### src/hdl/lcdt_pkg.sv
// ----------------------------------------------------------------------------
// lcdt_pkg
// Types and constants for the LCD timing and register controller.
// ----------------------------------------------------------------------------
package lcdt_pkg;

    localparam int unsigned DOTS_PER_LINE   = 456;
    localparam int unsigned VISIBLE_LINES   = 144;
    localparam int unsigned LINES_PER_FRAME = 154;
    localparam int unsigned OAM_BYTES       = 160;

    localparam int unsigned DOT_W = 9;

    typedef enum logic [1:0] {
        OP_TICK  = 2'd0,
        OP_READ  = 2'd1,
        OP_WRITE = 2'd2
    } op_t;

    localparam logic [3:0] REG_LCDC = 4'd0;
    localparam logic [3:0] REG_STAT = 4'd1;
    localparam logic [3:0] REG_SCY  = 4'd2;
    localparam logic [3:0] REG_SCX  = 4'd3;
    localparam logic [3:0] REG_LY   = 4'd4;
    localparam logic [3:0] REG_LYC  = 4'd5;
    localparam logic [3:0] REG_DMA  = 4'd6;
    localparam logic [3:0] REG_BGP  = 4'd7;
    localparam logic [3:0] REG_OBP0 = 4'd8;
    localparam logic [3:0] REG_OBP1 = 4'd9;
    localparam logic [3:0] REG_WY   = 4'd10;
    localparam logic [3:0] REG_WX   = 4'd11;

    localparam logic [1:0] MODE_HBLANK = 2'd0;
    localparam logic [1:0] MODE_VBLANK = 2'd1;
    localparam logic [1:0] MODE_OAM    = 2'd2;
    localparam logic [1:0] MODE_DRAW   = 2'd3;

    localparam int unsigned LCDC_ENABLE   = 7;
    localparam int unsigned LCDC_WIN_EN   = 5;
    localparam int unsigned STAT_LYC_FLAG = 2;
    localparam int unsigned STAT_HBL_IE   = 3;
    localparam int unsigned STAT_VBL_IE   = 4;
    localparam int unsigned STAT_OAM_IE   = 5;
    localparam int unsigned STAT_LYC_IE   = 6;

    localparam logic [7:0] STAT_WR_MASK  = 8'hF8;
    localparam logic [7:0] STAT_OFF_MASK = 8'h7C;
    localparam logic [7:0] WX_MAX        = 8'd166;
    localparam logic [DOT_W-1:0] OAM_SCAN_DOTS = DOT_W'(80);

    localparam logic [7:0] LCDC_RESET = 8'h91;
    localparam logic [7:0] STAT_RESET = 8'h02;
    localparam logic [7:0] BGP_RESET  = 8'hFC;
    localparam logic [7:0] OBP_RESET  = 8'hFF;

    typedef struct packed {
        logic [1:0] operation;
        logic [3:0] register_index;
        logic [7:0] write_data;
        logic       machine_cycle_edge;
        logic       drawing_done;
    } item_t;

    typedef struct packed {
        logic [7:0]  read_data;
        logic        vblank_irq;
        logic        stat_irq;
        logic        dma_copy_valid;
        logic [15:0] dma_source_address;
        logic [7:0]  dma_oam_index;
        logic [1:0]  display_mode;
        logic [7:0]  current_line;
        logic [7:0]  window_line_out;
        logic        frame_buffer_select;
    } result_t;

endpackage

### src/hdl/lcdt_in_stage.sv
// ----------------------------------------------------------------------------
// lcdt_in_stage
// Input register: holds one accepted transaction for the step logic.
// ----------------------------------------------------------------------------
module lcdt_in_stage
(
    input  logic           clk,
    input  logic           rst_n,
    input  logic           load,
    input  logic           take,
    input  lcdt_pkg::item_t item,
    output logic           hold_valid,
    output lcdt_pkg::item_t hold_item
);
    import lcdt_pkg::*;

    logic  valid_reg;
    logic  valid_next;
    item_t item_reg;

    assign valid_next = load | (valid_reg & ~take);

    always_ff @(posedge clk or negedge rst_n)
    begin
        if (!rst_n)
        begin
            valid_reg <= 1'b0;
        end
        else
        begin
            valid_reg <= valid_next;
        end
    end

    always_ff @(posedge clk)
    begin
        if (load)
        begin
            item_reg <= item;
        end
    end

    assign hold_valid = valid_reg;
    assign hold_item  = item_reg;

endmodule

### src/hdl/lcdt_engine.sv
// ----------------------------------------------------------------------------
// lcdt_engine
// Register file, line/mode timing and OAM DMA; one step per transaction.
// ----------------------------------------------------------------------------
module lcdt_engine
(
    input  logic             clk,
    input  logic             rst_n,
    input  logic             fire,
    input  lcdt_pkg::item_t   item,
    output lcdt_pkg::result_t result
);
    import lcdt_pkg::*;

    logic [7:0]       lcdc_reg, lcdc_next;
    logic [7:0]       stat_reg, stat_next;
    logic [7:0]       scy_reg, scy_next;
    logic [7:0]       scx_reg, scx_next;
    logic [7:0]       ly_reg, ly_next;
    logic [7:0]       lyc_reg, lyc_next;
    logic [7:0]       dma_page_reg, dma_page_next;
    logic [7:0]       bgp_reg, bgp_next;
    logic [7:0]       obp0_reg, obp0_next;
    logic [7:0]       obp1_reg, obp1_next;
    logic [7:0]       wy_reg, wy_next;
    logic [7:0]       wx_reg, wx_next;
    logic [7:0]       win_line_reg, win_line_next;
    logic [DOT_W-1:0] dot_reg, dot_next;
    logic             dma_busy_reg, dma_busy_next;
    logic [7:0]       dma_index_reg, dma_index_next;
    logic             dma_wait_reg, dma_wait_next;
    logic             back_buffer_reg, back_buffer_next;

    logic [DOT_W-1:0] dot_inc;
    logic [7:0]       ly_inc;
    logic [8:0]       dma_index_inc;
    logic [8:0]       win_end;
    logic             win_on;
    logic             win_adv;
    logic             lyc_hit;
    logic             line_end;
    result_t          res;

    assign dot_inc       = dot_reg + DOT_W'(1);
    assign ly_inc        = ly_reg + 8'd1;
    assign dma_index_inc = {1'b0, dma_index_reg} + 9'd1;
    assign win_end       = {1'b0, wy_reg} + 9'(VISIBLE_LINES);
    assign win_on        = lcdc_reg[LCDC_WIN_EN] && (wx_reg <= WX_MAX)
                           && (wy_reg < 8'(VISIBLE_LINES));
    assign win_adv       = win_on && (ly_reg >= wy_reg) && ({1'b0, ly_reg} < win_end);
    assign lyc_hit       = (ly_inc == lyc_reg);
    assign line_end      = (dot_inc >= DOT_W'(DOTS_PER_LINE));

    always_comb
    begin
        lcdc_next        = lcdc_reg;
        stat_next        = stat_reg;
        scy_next         = scy_reg;
        scx_next         = scx_reg;
        ly_next          = ly_reg;
        lyc_next         = lyc_reg;
        dma_page_next    = dma_page_reg;
        bgp_next         = bgp_reg;
        obp0_next        = obp0_reg;
        obp1_next        = obp1_reg;
        wy_next          = wy_reg;
        wx_next          = wx_reg;
        win_line_next    = win_line_reg;
        dot_next         = dot_reg;
        dma_busy_next    = dma_busy_reg;
        dma_index_next   = dma_index_reg;
        dma_wait_next    = dma_wait_reg;
        back_buffer_next = back_buffer_reg;
        res              = '0;

        if (fire)
        begin
            case (op_t'(item.operation))
                OP_READ:
                begin
                    case (item.register_index)
                        REG_LCDC: res.read_data = lcdc_reg;
                        REG_STAT: res.read_data = stat_reg;
                        REG_SCY:  res.read_data = scy_reg;
                        REG_SCX:  res.read_data = scx_reg;
                        REG_LY:   res.read_data = ly_reg;
                        REG_LYC:  res.read_data = lyc_reg;
                        REG_DMA:  res.read_data = dma_page_reg;
                        REG_BGP:  res.read_data = bgp_reg;
                        REG_OBP0: res.read_data = obp0_reg;
                        REG_OBP1: res.read_data = obp1_reg;
                        REG_WY:   res.read_data = wy_reg;
                        REG_WX:   res.read_data = wx_reg;
                        default:  res.read_data = 8'd0;
                    endcase
                end
                OP_WRITE:
                begin
                    case (item.register_index)
                        REG_LCDC:
                        begin
                            if (lcdc_reg[LCDC_ENABLE] && !item.write_data[LCDC_ENABLE])
                            begin
                                stat_next     = stat_reg & STAT_OFF_MASK;
                                ly_next       = 8'd0;
                                win_line_next = 8'd0;
                                dot_next      = '0;
                            end
                            lcdc_next = item.write_data;
                        end
                        REG_STAT:
                            stat_next = (stat_reg & ~STAT_WR_MASK)
                                        | (item.write_data & STAT_WR_MASK);
                        REG_SCY:  scy_next = item.write_data;
                        REG_SCX:  scx_next = item.write_data;
                        REG_LYC:  lyc_next = item.write_data;
                        REG_DMA:
                        begin
                            dma_busy_next  = 1'b1;
                            dma_index_next = 8'd0;
                            dma_wait_next  = 1'b1;
                            dma_page_next  = item.write_data;
                        end
                        REG_BGP:  bgp_next  = item.write_data;
                        REG_OBP0: obp0_next = item.write_data;
                        REG_OBP1: obp1_next = item.write_data;
                        REG_WY:   wy_next   = item.write_data;
                        REG_WX:   wx_next   = item.write_data;
                        default:  ;
                    endcase
                end
                OP_TICK:
                begin
                    if (item.machine_cycle_edge && dma_busy_reg)
                    begin
                        if (dma_wait_reg)
                        begin
                            dma_wait_next = 1'b0;
                        end
                        else
                        begin
                            res.dma_copy_valid     = 1'b1;
                            res.dma_source_address = {dma_page_reg, dma_index_reg};
                            res.dma_oam_index      = dma_index_reg;
                            dma_index_next         = dma_index_inc[7:0];
                            dma_busy_next          = (dma_index_inc < 9'(OAM_BYTES));
                        end
                    end
                    if (lcdc_reg[LCDC_ENABLE])
                    begin
                        dot_next = dot_inc;
                        case (stat_reg[1:0])
                            MODE_OAM:
                            begin
                                if (dot_inc >= OAM_SCAN_DOTS)
                                begin
                                    stat_next[1:0] = MODE_DRAW;
                                end
                            end
                            MODE_DRAW:
                            begin
                                if (!dot_inc[0] && item.drawing_done)
                                begin
                                    stat_next[1:0] = MODE_HBLANK;
                                    res.stat_irq   = stat_reg[STAT_HBL_IE];
                                end
                            end
                            default:
                            begin
                                if (line_end)
                                begin
                                    if (win_adv)
                                    begin
                                        win_line_next = win_line_reg + 8'd1;
                                    end
                                    ly_next                  = ly_inc;
                                    stat_next[STAT_LYC_FLAG] = lyc_hit;
                                    res.stat_irq = lyc_hit && stat_reg[STAT_LYC_IE];
                                    dot_next     = '0;
                                    if (stat_reg[1:0] == MODE_HBLANK)
                                    begin
                                        if (ly_inc >= 8'(VISIBLE_LINES))
                                        begin
                                            stat_next[1:0]   = MODE_VBLANK;
                                            res.vblank_irq   = 1'b1;
                                            back_buffer_next = ~back_buffer_reg;
                                            if (stat_reg[STAT_VBL_IE])
                                            begin
                                                res.stat_irq = 1'b1;
                                            end
                                        end
                                        else
                                        begin
                                            stat_next[1:0] = MODE_OAM;
                                            if (stat_reg[STAT_OAM_IE])
                                            begin
                                                res.stat_irq = 1'b1;
                                            end
                                        end
                                    end
                                    else if (ly_inc >= 8'(LINES_PER_FRAME))
                                    begin
                                        stat_next[1:0] = MODE_OAM;
                                        ly_next        = 8'd0;
                                        win_line_next  = 8'd0;
                                        if (stat_reg[STAT_OAM_IE])
                                        begin
                                            res.stat_irq = 1'b1;
                                        end
                                    end
                                end
                            end
                        endcase
                    end
                end
                default: ;
            endcase
        end

        res.display_mode        = stat_next[1:0];
        res.current_line        = ly_next;
        res.window_line_out     = win_line_next;
        res.frame_buffer_select = back_buffer_next;
    end

    always_ff @(posedge clk or negedge rst_n)
    begin
        if (!rst_n)
        begin
            lcdc_reg        <= LCDC_RESET;
            stat_reg        <= STAT_RESET;
            scy_reg         <= 8'd0;
            scx_reg         <= 8'd0;
            ly_reg          <= 8'd0;
            lyc_reg         <= 8'd0;
            dma_page_reg    <= 8'd0;
            bgp_reg         <= BGP_RESET;
            obp0_reg        <= OBP_RESET;
            obp1_reg        <= OBP_RESET;
            wy_reg          <= 8'd0;
            wx_reg          <= 8'd0;
            win_line_reg    <= 8'd0;
            dot_reg         <= '0;
            dma_busy_reg    <= 1'b0;
            dma_index_reg   <= 8'd0;
            dma_wait_reg    <= 1'b0;
            back_buffer_reg <= 1'b0;
        end
        else
        begin
            lcdc_reg        <= lcdc_next;
            stat_reg        <= stat_next;
            scy_reg         <= scy_next;
            scx_reg         <= scx_next;
            ly_reg          <= ly_next;
            lyc_reg         <= lyc_next;
            dma_page_reg    <= dma_page_next;
            bgp_reg         <= bgp_next;
            obp0_reg        <= obp0_next;
            obp1_reg        <= obp1_next;
            wy_reg          <= wy_next;
            wx_reg          <= wx_next;
            win_line_reg    <= win_line_next;
            dot_reg         <= dot_next;
            dma_busy_reg    <= dma_busy_next;
            dma_index_reg   <= dma_index_next;
            dma_wait_reg    <= dma_wait_next;
            back_buffer_reg <= back_buffer_next;
        end
    end

    assign result = res;

endmodule

### src/hdl/lcdt_out_stage.sv
// ----------------------------------------------------------------------------
// lcdt_out_stage
// Result register: holds one result transaction until the sink takes it.
// ----------------------------------------------------------------------------
module lcdt_out_stage
(
    input  logic             clk,
    input  logic             rst_n,
    input  logic             load,
    input  logic             take,
    input  lcdt_pkg::result_t res_in,
    output logic             hold_valid,
    output lcdt_pkg::result_t res_out
);
    import lcdt_pkg::*;

    logic    valid_reg;
    logic    valid_next;
    result_t res_reg;

    assign valid_next = load | (valid_reg & ~take);

    always_ff @(posedge clk or negedge rst_n)
    begin
        if (!rst_n)
        begin
            valid_reg <= 1'b0;
        end
        else
        begin
            valid_reg <= valid_next;
        end
    end

    always_ff @(posedge clk)
    begin
        if (load)
        begin
            res_reg <= res_in;
        end
    end

    assign hold_valid = valid_reg;
    assign res_out    = res_reg;

endmodule

### src/hdl/lcd_timing_register_controller_core.sv
// ----------------------------------------------------------------------------
// lcd_timing_register_controller_core
// LCD register file, dot/line/mode timing and OAM DMA, one item per clock unless result_ready stalls.
// ----------------------------------------------------------------------------
// Path: an accepted item is held in the input reg, then its result in the result reg.
// Throughput: 1 item per cycle while result_ready is high; the single step of the state update sets it.
// Reset: rst_n async; registers take their power-on values, both stages empty.
// ----------------------------------------------------------------------------
module lcd_timing_register_controller_core
(
    input  logic        clk,
    input  logic        rst_n,
    input  logic        item_valid,
    output logic        item_ready,
    input  logic [1:0]  operation,
    input  logic [3:0]  register_index,
    input  logic [7:0]  write_data,
    input  logic        machine_cycle_edge,
    input  logic        drawing_done,
    output logic        result_valid,
    input  logic        result_ready,
    output logic [7:0]  read_data,
    output logic        vblank_irq,
    output logic        stat_irq,
    output logic        dma_copy_valid,
    output logic [15:0] dma_source_address,
    output logic [7:0]  dma_oam_index,
    output logic [1:0]  display_mode,
    output logic [7:0]  current_line,
    output logic [7:0]  window_line_out,
    output logic        frame_buffer_select
);
    import lcdt_pkg::*;

    item_t   item_in;
    item_t   item_held;
    logic    held_valid;
    logic    advance;
    logic    item_fire;
    result_t step_res;
    result_t res_held;

    assign item_in.operation          = operation;
    assign item_in.register_index     = register_index;
    assign item_in.write_data         = write_data;
    assign item_in.machine_cycle_edge = machine_cycle_edge;
    assign item_in.drawing_done       = drawing_done;

    assign advance    = held_valid && (!result_valid || result_ready);
    assign item_ready = !held_valid || advance;
    assign item_fire  = item_valid && item_ready;

    lcdt_in_stage u_in_stage
    (
        .clk        (clk),
        .rst_n      (rst_n),
        .load       (item_fire),
        .take       (advance),
        .item       (item_in),
        .hold_valid (held_valid),
        .hold_item  (item_held)
    );

    lcdt_engine u_engine
    (
        .clk    (clk),
        .rst_n  (rst_n),
        .fire   (advance),
        .item   (item_held),
        .result (step_res)
    );

    lcdt_out_stage u_out_stage
    (
        .clk        (clk),
        .rst_n      (rst_n),
        .load       (advance),
        .take       (result_ready),
        .res_in     (step_res),
        .hold_valid (result_valid),
        .res_out    (res_held)
    );

    assign read_data           = res_held.read_data;
    assign vblank_irq          = res_held.vblank_irq;
    assign stat_irq            = res_held.stat_irq;
    assign dma_copy_valid      = res_held.dma_copy_valid;
    assign dma_source_address  = res_held.dma_source_address;
    assign dma_oam_index       = res_held.dma_oam_index;
    assign display_mode        = res_held.display_mode;
    assign current_line        = res_held.current_line;
    assign window_line_out     = res_held.window_line_out;
    assign frame_buffer_select = res_held.frame_buffer_select;

endmodule

### config.mk
export PLATFORM = sky130hd
export DESIGN_NAME = lcd_timing_register_controller_core
export DESIGN_NICKNAME = d
export VERILOG_FILES = /design/src/hdl/lcdt_pkg.sv /design/src/hdl/lcdt_in_stage.sv /design/src/hdl/lcdt_engine.sv /design/src/hdl/lcdt_out_stage.sv /design/src/hdl/lcd_timing_register_controller_core.sv
export SDC_FILE = /design/constraint.sdc
export NUM_CORES = 1
export LEC_CHECK = 0
export ABC_AREA = 1
export CAP_MARGIN = 30
export CORE_UTILIZATION = 45
export CTS_BUF_LIST = sky130_fd_sc_hd__clkbuf_8
export CTS_CLUSTER_SIZE = 14
export DETAILED_ROUTE_END_ITERATION = 8
export DONT_BUFFER_PORTS = 1
export GPL_ROUTABILITY_DRIVEN = 0
export SYNTH_ARGS = -nofsm -noshare
export SYNTH_HDL_FRONTEND = slang
export SYNTH_SLANG_ARGS = --single-unit
export TNS_END_PERCENT = 10
### constraint.sdc
create_clock -name clk -period 4.5 [get_ports clk]
set_clock_uncertainty 0.05 [all_clocks]
set_input_delay 0.9 -clock clk [delete_from_list [all_inputs] [get_ports clk]]
set_output_delay 0.9 -clock clk [all_outputs]
set_load 0.02 [all_outputs]
==> summary.txt <==
Critical path
  • CP max-delay cell: nor2_1
  • Critical Path AT: 2.97 ns
  • RR Endpoint: u_out_stage.res_out[15]
  • Worst R2R Start: u_in_stage.hold_item[13]
  • R2r setup slk: 1.69 ns
  • Critical Path End Type: flip-flop
  • CP Buf/Inv Count: 1
  • Top Family by Delay on Critical Path: simple AND/OR/NAND/NOR gates
  • Critical path class: flip-flop to flip-flop
  • Critical Path Sink: u_out_stage.res_out[15]
  • Critical path depth in cells: 8
  • Cell mode on critical path: nor2_1
  • Worst r2r path cells: 8
  • CP Launch Point: u_in_stage.hold_item[13]
  • Worst-path maximum fanout: 14
  • Critical path's largest stage delay: 0.68 ns
  • Crit path cell chain: nor2_1 -> nand2_1 -> nor2_1 -> a21oi_2 -> nor2_1 -> inv_1 -> a21oi_1 -> o21ai_0
  • Critical Path RT: 4.66 ns
  • Worst Setup Start Kind: flip-flop

Power and ir drop
  • Leak: 4.31 nW
  • P_sw: 1.17 mW
  • Clock Power Share: 30.5%
  • Peak supply drop: between 0.2 and 0.25 mV
  • Sequential share of power: 58.0%
  • Sw Ratio: about a third
  • Comb pwr share: 11.5%
  • Int Pwr: 2.53 mW
  • Pwr/cell area: 374 nW/um^2

Timing
  • Fin. Hold Viols: 0
  • Slew Limit Fails: 0
  • Post-Route Setup TNS: 0 ns
  • Post-layout min period: ~2.8 ns
  • Unrepaired setup endpoints after global routing: false
  • Worst slew pin tran: 0.909 ns
  • FMAX: 0.355 GHz
  • Max_slew headroom: 39.2%
  • Final setup vio count: 0
  • Final Cycle Share: 62.6%

Drt
  • # DRC: 0
  • Via count: between 7k and 8k
  • DR vias/cell: between 5 and 6
  • Post-route ant nets: 0
  • Iter 0 DRT Violations: 580
  • Routed length per instance: 18.0 um
  • Routed WL: 23500 um
  • Drt first pass iters: 5

Synth
  • Register area share after synthesis: 54.5%
  • Multiplexer share of the synthesized area: 0%
  • Post-synth ARST share: between 60% and 70%
  • Synthesized area per cell: between 8 and 9 sq um
  • Number of distinct library cells after synthesis: 42
  • Ys Warns: 0
  • Synth Flop Type: dfrtp_1
  • Cell area after synthesis: 9270 sq um
  • Synth top area cells: dfrtp_1 27%, edfxtp_1 20%, nand2_1 10%, dfstp_2 7.4%, o21ai_0 6.1%
  • Area leader, netlist: dfrtp_1
  • Simple-gate area share of the yosys netlist: between 20% and 30%
  • Xor and xnor area share after synthesis: 0.851%
  • Number of synthesized flops with an enable pin: 62
  • Compound-cell area share of the yosys netlist: 12.1%
  • Adder-cell share of the synthesized area: 2.70%
  • Share of the synthesized area in the top cell type: ~27%
  • Synthesized flop and latch total: 188
  • Net count after synthesis: 1071
  • Synth cell count leaders: 257 x nand2_1, 114 x inv_1, 113 x o21ai_0
  • Combinational family with the most area after synthesis: simple AND/OR/NAND/NOR gates
  • Most frequent cell after synthesis: nand2_1
  • Cells after Synth: around 1.0k

Layout
  • Share of cells above drive strength 1: 11.8%
  • P&R area growth vs syn: 6.56%
  • Nets: 1065
  • Max FFs per register: 46
  • Cell area after layout: between 9000 and 10000 sq um
  • Antenna cells: 0

Floorplan
  • I/O pin total: 76
  • Core box area: 20200 sq um
  • DIE AREA: 21200 sq um
  • Die width: 146 um
  • Rows: 52
  • Initial Utilization: 45.8%
  • Die Y-Extent: 146 um

GRT
  • Pin count of the biggest net entering global routing: about 130
  • Antenna violations before repair: 0
  • Vias in the first global route: ~7k
  • GR Util met1: 32.9%
  • Total congestion overflow: 0
  • Met3 Resource Use GR: 3.42%
  • GRT Total Usage: 23.3%
  • First-pass GRT wire length: between 30000 and 40000 um
  • GR Util met2: 37.1%
  • Grt peak-use layer: met2

Clock tree
  • CTS Buf Count: 17
  • Cts hold-fix bufs: 0
  • Clock Latency Late Sink: 0.48 ns
  • Root buf cell: clkbuf_8
  • # Post-CTS Setup Buffers: 0
  • CTS resizes: 0
  • H-Tree Depth: 4
  • Clock tree buffer depth: 2
  • Clock transition at path regs: 0.11 ns
  • CTS sink count: 188
  • CTS tree: built

Place
  • Dpl cell area: 9470 sq um
  • Hpwl dp: roughly 17000 um
  • Port bufs: 0

Run
  • Max-Cap Viols: 0

Status
  • Outcome: complete, no violations

Hold path
  • Hold Path Class: primary input to async pin
-- power by group through the flow --
| stage | Clock [mW] | Sequential [mW] | Combinational [mW] |
|---|---|---|---|
| 5_1_grt | 1.22 | 2.16 | 0.486 |
| 3_5_place_dp | 0 | 2.18 | 0.421 |
| 4_1_cts | 1.16 | 2.14 | 0.424 |
| 6_report | 1.13 | 2.14 | 0.425 |
| 2_1_floorplan | 0 | 2.12 | 0.330 |
| 3_3_place_gp | 0 | 2.17 | 0.412 |
-- worst min-delay path by stage --
stage	from	endpoint	cells past startpoint
after global routing	rst_n	u_engine.wx_reg[3]	0
after detailed placement	u_engine.back_buffer_reg	u_engine.back_buffer_reg	1
after CTS	rst_n	u_engine.scy_reg[0]	0
final	rst_n	u_engine.wx_reg[6]	0
after global placement	u_engine.back_buffer_reg	u_engine.back_buffer_reg	1
after floorplan	u_engine.back_buffer_reg	u_engine.back_buffer_reg	1
-- final cells by class --
class                      instances  area [sq um]
clock inverter                    15           171
timing repair buffer               1          7.51
tap                              270           338
sequential                       188          5050
clock buffer                      17           234
inverter                         130           489
fill                            1931         10400
multi-input combinational        687          3590
-- cell families after synthesis --
family          count (synthesis)
simple gates                  466
compound gates                192
flops                         188
buf+inv                       156
fa+ha+maj                      20
xor+xnor                        9
-- cells in the final DEF, fill, tap and decap left out, types with 2 or more instances in the layout --
master / count
or2_2: 2
nor2_2: 8
nand2_2: 16
inv_1: 113
a21oi_1: 18
nand2_1: 257
dfrtp_1: 100
dfstp_2: 26
o21bai_1: 2
o21a_1: 3
clkinv_4: 2
o211ai_1: 2
a221oi_1: 24
clkinv_1: 4
nand2_4: 5
o21ai_1: 3
inv_8: 2
nor3_1: 6
o21ai_0: 113
a22oi_1: 3
edfxtp_1: 62
nor2_4: 10
inv_2: 12
xor2_1: 8
clkinvlp_4: 2
nor2_1: 57
nand3_2: 4
o22ai_1: 18
ha_1: 20
nand3_1: 85
inv_6: 4
clkbuf_8: 17
clkinv_8: 4
nand4_1: 12
o31ai_1: 2
-- stage by stage --
stage / util (%) / hold WS [ns] / total power [mW] / std cells / setup WS (ns)
CTS: 48.8 / 0.0378 / 3.72 / 1308 / 1.68
floorplan: - / 0.382 / 2.45 / 1031 / 1.42
global placement: 46.8 / 0.398 / 2.58 / 1276 / 1.70
detailed placement: 46.8 / 0.398 / 2.60 / 1276 / 1.64
global route: 48.8 / 0.0414 / 3.87 / 1308 / 1.50
finish: 48.8 / 0.0605 / 3.69 / 1308 / 1.69
-- routing by layer --
| metal | routed length, um | share of wire [%] |
|---|---|---|
| met4 | 451 | 1.9 |
| met5 | 0 | 0 |
| met2 | 11000 | 47 |
| met3 | 962 | 4.1 |
| met1 | 11000 | 47 |
No activity file was read; power rests on OpenSTA's default activity.
